--- config.mk ---
export PLATFORM = sky130hd
export DESIGN_NAME = priority_ready_queue
export DESIGN_NICKNAME = d
export VERILOG_FILES = /design/src/rtl/core/prq_pkg.sv /design/src/rtl/core/prq_ctrl.sv /design/src/rtl/core/prq_datapath.sv /design/src/rtl/core/priority_ready_queue.sv
export VERILOG_INCLUDE_DIRS = /design/src /design/src/rtl/core
export SDC_FILE = /design/constraint.sdc
export NUM_CORES = 1
export LEC_CHECK = 0
export CAP_MARGIN = 40
export CORE_UTILIZATION = 60
export DETAILED_ROUTE_END_ITERATION = 7
export DONT_BUFFER_PORTS = 1
export PLACE_DENSITY = 0.76
export SYNTH_ARGS = -nofsm -noshare
export SYNTH_HDL_FRONTEND = slang
export SYNTH_HIERARCHICAL = 1
export SYNTH_SLANG_ARGS = --single-unit
--- constraint.sdc ---
create_clock -name clk -period 4.7 [get_ports clk]
set_clock_uncertainty 0.05 [all_clocks]
set_input_delay 0.705 -clock clk [delete_from_list [all_inputs] [get_ports clk]]
set_output_delay 0.705 -clock clk [all_outputs]
set_load 0.02 [all_outputs]
--- src/rtl/core/priority_ready_queue_defines.svh ---
// Assertion macros for the ready queue
`ifndef PRIORITY_READY_QUEUE_DEFINES_SVH
`define PRIORITY_READY_QUEUE_DEFINES_SVH

// Check on every clock edge, off while reset is held
`define PRQ_ASSERT(lbl, prop, msg) \
  lbl: assert property (@(posedge clk) disable iff (!rst_n) prop) else $error(msg);

// Check on every clock edge, including reset
`define PRQ_ASSERT_ALWAYS(lbl, prop, msg) \
  lbl: assert property (@(posedge clk) prop) else $error(msg);

`endif

--- src/rtl/core/prq_pkg.sv ---
package prq_pkg;

  localparam int DEPTH     = 16;
  localparam int PID_BITS  = 4;
  localparam int PRIO_BITS = 8;
  localparam int IDX_BITS  = $clog2(DEPTH);
  localparam int CNT_BITS  = $clog2(DEPTH + 1);

  localparam int IN_FIELDS  = PID_BITS + PRIO_BITS;
  localparam int IN_W       = ((IN_FIELDS + 7) / 8) * 8;
  localparam int OUT_FIELDS = PID_BITS + 2 + CNT_BITS;
  localparam int OUT_W      = ((OUT_FIELDS + 7) / 8) * 8;

  localparam logic CMD_ENQ = 1'b0;
  localparam logic CMD_DEQ = 1'b1;

  typedef struct packed {
    logic load;
    logic step;
    logic commit;
  } prq_cmd_t;

  typedef struct packed {
    logic scan_done;
    logic out_free;
  } prq_sts_t;

endpackage

--- src/rtl/core/prq_ctrl.sv ---
module prq_ctrl (
  input  logic              clk,
  input  logic              rst_n,
  input  logic              in_tvalid,
  output logic              in_tready,
  input  prq_pkg::prq_sts_t sts,
  output prq_pkg::prq_cmd_t cmd
);
  import prq_pkg::*;

  typedef enum logic [1:0] {
    ST_IDLE,
    ST_SCAN,
    ST_COMMIT
  } state_t;

  state_t state_r;

  assign in_tready  = (state_r == ST_IDLE);
  assign cmd.load   = in_tvalid && (state_r == ST_IDLE);
  assign cmd.step   = (state_r == ST_SCAN) && !sts.scan_done;
  assign cmd.commit = (state_r == ST_COMMIT) && sts.out_free;

  always_ff @(posedge clk) begin
    if (!rst_n) begin
      state_r <= ST_IDLE;
    end else begin
      unique case (state_r)
        ST_IDLE: begin
          if (in_tvalid) state_r <= ST_SCAN;
        end
        ST_SCAN: begin
          if (sts.scan_done) state_r <= ST_COMMIT;
        end
        ST_COMMIT: begin
          if (sts.out_free) state_r <= ST_IDLE;
        end
        default: state_r <= ST_IDLE;
      endcase
    end
  end

endmodule

--- src/rtl/core/prq_datapath.sv ---
`include "priority_ready_queue_defines.svh"

module prq_datapath (
  input  logic                       clk,
  input  logic                       rst_n,
  input  prq_pkg::prq_cmd_t          cmd,
  output prq_pkg::prq_sts_t          sts,
  input  logic [prq_pkg::IN_W-1:0]   in_tdata,
  input  logic                       in_tuser,
  output logic                       out_tvalid,
  input  logic                       out_tready,
  output logic [prq_pkg::OUT_W-1:0]  out_tdata
);
  import prq_pkg::*;

  logic [PID_BITS-1:0]  slot_pid_r  [DEPTH];
  logic [PRIO_BITS-1:0] slot_prio_r [DEPTH];
  logic [CNT_BITS-1:0]  cnt_r;
  logic [IDX_BITS-1:0]  pos_r;
  logic                 item_cmd_r;
  logic [PID_BITS-1:0]  item_pid_r;
  logic [PRIO_BITS-1:0] item_prio_r;
  logic                 out_tvalid_r;
  logic [OUT_W-1:0]     out_tdata_r;

  logic                 full;
  logic                 empty;
  logic                 at_end;
  logic                 enq_ok;
  logic                 deq_ok;
  logic [CNT_BITS-1:0]  cnt_nxt;
  logic [PID_BITS-1:0]  res_pid;

  assign full   = (cnt_r == CNT_BITS'(DEPTH));
  assign empty  = (cnt_r == '0);
  assign at_end = (CNT_BITS'(pos_r) == cnt_r);

  assign sts.scan_done = (item_cmd_r == CMD_DEQ) || full || at_end ||
                         (slot_prio_r[pos_r] < item_prio_r);
  assign sts.out_free  = !out_tvalid_r || out_tready;

  assign enq_ok = (item_cmd_r == CMD_ENQ) && !full;
  assign deq_ok = (item_cmd_r == CMD_DEQ) && !empty;

  always_comb begin
    cnt_nxt = cnt_r;
    if (enq_ok) cnt_nxt = cnt_r + 1'b1;
    else if (deq_ok) cnt_nxt = cnt_r - 1'b1;
  end

  assign res_pid = deq_ok ? slot_pid_r[0] : '0;

  // Item capture and walk position
  always_ff @(posedge clk) begin
    if (cmd.load) begin
      item_cmd_r  <= in_tuser;
      item_pid_r  <= in_tdata[PID_BITS-1:0];
      item_prio_r <= in_tdata[PID_BITS +: PRIO_BITS];
      pos_r       <= '0;
    end else if (cmd.step) begin
      pos_r <= pos_r + 1'b1;
    end
  end

  // Slot row: insert opens a gap at pos, dequeue shifts toward the head
  always_ff @(posedge clk) begin
    if (cmd.commit && enq_ok) begin
      for (int k = 0; k < DEPTH; k++) begin
        if (IDX_BITS'(k) == pos_r) begin
          slot_pid_r[k]  <= item_pid_r;
          slot_prio_r[k] <= item_prio_r;
        end else if (k > 0 && IDX_BITS'(k) > pos_r) begin
          slot_pid_r[k]  <= slot_pid_r[k-1];
          slot_prio_r[k] <= slot_prio_r[k-1];
        end
      end
    end else if (cmd.commit && deq_ok) begin
      for (int k = 0; k < DEPTH - 1; k++) begin
        slot_pid_r[k]  <= slot_pid_r[k+1];
        slot_prio_r[k] <= slot_prio_r[k+1];
      end
    end
  end

  always_ff @(posedge clk) begin
    if (!rst_n) begin
      cnt_r        <= '0;
      out_tvalid_r <= 1'b0;
    end else begin
      if (cmd.commit) begin
        cnt_r        <= cnt_nxt;
        out_tvalid_r <= 1'b1;
      end else if (out_tready) begin
        out_tvalid_r <= 1'b0;
      end
    end
  end

  always_ff @(posedge clk) begin
    if (cmd.commit) begin
      out_tdata_r <= OUT_W'({cnt_nxt,
                             (item_cmd_r == CMD_ENQ) && full,
                             deq_ok,
                             res_pid});
    end
  end

  assign out_tvalid = out_tvalid_r;
  assign out_tdata  = out_tdata_r;

  `PRQ_ASSERT(a_cnt_bound, cnt_r <= CNT_BITS'(DEPTH), "entry count above depth")
  `PRQ_ASSERT(a_commit_free, cmd.commit |-> sts.out_free, "commit while result held")
  `PRQ_ASSERT(a_deq_count, (cmd.commit && deq_ok) |=> (cnt_r == $past(cnt_r) - 1'b1), "dequeue count")
  `PRQ_ASSERT(a_walk_bound, cmd.step |-> (CNT_BITS'(pos_r) < cnt_r), "walk past last entry")

endmodule

--- src/rtl/core/priority_ready_queue.sv ---
// Flow: a transfer is captured in IDLE; SCAN then walks the stored entries of greater or
//   equal priority, one stored slot per cycle (a dequeue or a full queue skips the walk);
//   COMMIT then writes the result once the result register is free. A new item is taken
//   only after the last one commits; the result register lets it in while a result waits.
// Reset: entry count, controller state and result valid clear; slot contents are kept.
module priority_ready_queue (
  input  logic                       clk,
  input  logic                       rst_n,
  input  logic                       in_tvalid,
  output logic                       in_tready,
  input  logic [prq_pkg::IN_W-1:0]   in_tdata,   // item_pid, item_priority, zero pad
  input  logic                       in_tuser,   // cmd
  output logic                       out_tvalid,
  input  logic                       out_tready,
  output logic [prq_pkg::OUT_W-1:0]  out_tdata   // out_pid, out_valid, rejected, occupancy, zero pad
);
  import prq_pkg::*;

  prq_cmd_t cmd;
  prq_sts_t sts;

  prq_ctrl u_ctrl (
    .clk       (clk),
    .rst_n     (rst_n),
    .in_tvalid (in_tvalid),
    .in_tready (in_tready),
    .sts       (sts),
    .cmd       (cmd)
  );

  prq_datapath u_dp (
    .clk        (clk),
    .rst_n      (rst_n),
    .cmd        (cmd),
    .sts        (sts),
    .in_tdata   (in_tdata),
    .in_tuser   (in_tuser),
    .out_tvalid (out_tvalid),
    .out_tready (out_tready),
    .out_tdata  (out_tdata)
  );

endmodule
==> key figures <==
Status
  – Outcome: finished with violations
  – Violated checks: design-rule violations

CTS
  – Post-CTS Setup Bufs: 0
  – Root buffer cell: clkbuf_16
  – Cts bufs inserted: 26
  – H-tree Lvls: 1
  – Reg clk slew, reported paths: 0.06 ns
  – CTS tree: yes
  – Hold Buf Count CTS: 0
  – Clk Latency, worst-skew pair: about 0.53 ns
  – Sink Count: 232
  – Resized cells post-CTS: 0
  – Clock Path Buffers: 3

Global routing
  – Number of global-route vias before repair: 8324
  – Global-route wire length before repair: ~49000 µm
  – GR Overflow Total: 0
  – Pin count of the biggest net entering global routing: 67
  – Initial antenna violation count: 0
  – Gr usage total: 0.3034

Timing
  – Unrepaired setup endpoints after global routing: no
  – Final Cycle Share: 0.9100
  – Fmax achieved: approximately 230 MHz
  – Post-route setup TNS: 0 ns
  – Worst-Margin Slew: ~0.88 ns
  – Final Setup Violations: 0
  – Slew HR: 0.4123
  – Final Max Tran Viols: 0
  – Period minus WS final: 4.277 ns
  – WHS: approximately 0.22 ns
  – Fin. Hold Viols: 0

Die
  – Core area: about 0.020 mm²
  – Die width: around 140 µm
  – # rows: 51
  – Die Span Y: 145.0 µm
  – Die area: 0.02102 mm²
  – Starting density of the core: 0.6202
  – Ports: 39

Min path
  – Worst hold path depth: 0
  – Min-Delay Path Class: primary input to flop

Cells and area
  – Syn-to-layout area delta: 8.944%
  – Final nets: ~1100
  – Antenna diodes: 0
  – Share of layout cells above drive strength 1: 0.1351
  – Commonest non-fill, non-tap cell in the layout: edfxtp_1
  – Most frequent cells in the layout: 216 x edfxtp_1, 184 x nand2_1, 87 x mux2i_1, 86 x o21ai_0, 67 x inv_1

Yosys
  – Cell Area, Synth: about 0.012 mm²
  – #FFs+latches synth: around 230
  – Top_reg_cell synth: edfxtp_1
  – Cells after Synth: roughly 1000
  – Ys Warns: 6
  – Register area share after synthesis: 0.5548
  – Mapped Avg Cell Area: around 12 µm²
  – Count of cell types in the netlist: 58
  – Post-synth EDFFs: ~220
  – Post-synth ARST share: 0

Placement
  – Dpl hpwl: roughly 20000 µm
  – Port bufs: 0
  – Placer Congestion: ~0.9

Setup path
  – Worst Setup End Kind: flop
  – CP arrival: approximately 4.6 ns
  – Crit-path cells: buf_12 > mux4_2 > mux4_2 > ha_1 > nand4_1 > o41ai_1 > buf_4 > o311ai_0 > nor2_1 > nand4_1 > xnor2_1 > nor2_1
  – R2R Setup Slk: between 0.4 and 0.5 ns
  – Critical path class: flop to flop
  – Worst Reg-to-Reg Cells: 12
  – Critical path required time: between 5 and 6 ns
  – Startpoint Class: flop
  – Largest stage delay, worst path: around 0.55 ns
  – Slowest cell on the critical path: o41ai_1
  – Crit Path Max Fanout: 24

Power and ir drop
  – Max rail drop VDD: approximately 0.28 mV
  – Total power: roughly 4600 µW
  – Pleak: 0.004974 µW
  – PD cells: between 300 and 400 mW/mm²

Detailed routing
  – Routed via count: about 8700
  – Drt wl/cell: between 20 and 25 µm
  – Total wire length: between 30000 and 40000 µm
  – Residual DRC count: 5
  – Post-DRT Antenna Nets: 0
  – DRT iter0 DRCs: about 1400
  – Avg Vias per Cell: about 6.7
  – TritonRoute pass-1 iters: 8

Job
  – Max cap viols: 0
[sequential cells by signal, summed over array words and instances (netlist names), named ones only]
signal and cells:
u_ctrl/state_r 2, u_dp/cnt_r 5, u_dp/item_cmd_r 1, u_dp/item_pid_r 4, u_dp/item_prio_r 8, u_dp/out_tdata 11
u_dp/out_tvalid 1, u_dp/pos_r 4, u_dp/slot_pid_r 64, u_dp/slot_prio_r 128
[synthesized netlist by cell type (all sizes together) (5+ instances only)]
cell type,count,share of area
mux4,39,0.072
inv,68,0.021
o21ai,103,0.042
edfxtp,216,0.53
mux2i,87,0.071
and2,7,0.0036
nand2,184,0.056
buf,37,0.018
a22oi,25,0.015
dfxtp,16,0.026
nor2,31,0.0095
nor3,7,0.0029
mux2,14,0.013
a222oi,48,0.039
nand3,5,0.0024
nand2b,7,0.0036
a31oi,16,0.0082
clkbuf,54,0.017
ha,13,0.013
a21oi,8,0.0036
xnor2,9,0.0064
[cells by family after synthesis]
logic type | after synthesis | synth area share
mux | 140 | 0.1554
other cells | 1 | 0.0003057
buf+inv | 159 | 0.05528
fa+ha+maj | 13 | 0.01326
simple gates | 259 | 0.09087
compound gates | 219 | 0.1215
flops | 232 | 0.5548
xor+xnor | 12 | 0.008568
[cell type report]
class	count	area, µm²
flip-flops and latches	232	6809
fillers	1422	6416
multi-input cells	648	4836
clock buffers	39	720.7
repair buffers	40	344.1
well taps	265	331.6
inverters	68	255.2
clock inverters	9	68.82
[critical path: cells and delay by family, from the launching register on]
family,cells,cell delay (ns)
AND/OR/NAND/NOR,4,0.77
buffers and inverters,2,0.48
flip-flops,1,0.54
adder cells (fa/ha/maj),1,0.32
AO/OA/AOI/OAI,2,0.79
multiplexers,2,1.01
XOR/XNOR,1,0.17
[routing by layer]
metal	track usage	part of all wire
met1	0.4372	0.40
met4	0.1213	0.037
met3	0.05063	0.11
met2	0.4601	0.45
met5	0	0
[through the flow]
stage | utilization | std cells | instance area, µm² | setup WS, ns
after floorplan | - | 1039 | 12280 | 1.019
after global placement | 0.6326 | 1249 | 12510 | 0.5580
after detailed placement | 0.6357 | 1253 | 12580 | 0.5283
after CTS | 0.6756 | 1301 | 13370 | 0.4835
after global routing | 0.6756 | 1301 | 13370 | 0.1993
final | 0.6756 | 1301 | 13370 | 0.4230
[power breakdown]
group	internal [µW]	leakage [µW]	total [µW]	switching, µW
registers	2320	0.00211	2390	70.4
logic	95.7	0.00249	247	152
clock network	1110	0.000380	1910	798
[worst paths after layout]
path | start | end
worst min-delay path | in_tdata[9] | u_dp/item_prio_r[5]
worst max register to register | flop | u_dp/pos_r[3]
worst max-delay path | flop | u_dp/pos_r[3]
worst min register to register | u_ctrl/state_r[0] | u_ctrl/state_r[0]
(Power assumes the default switching activity.)
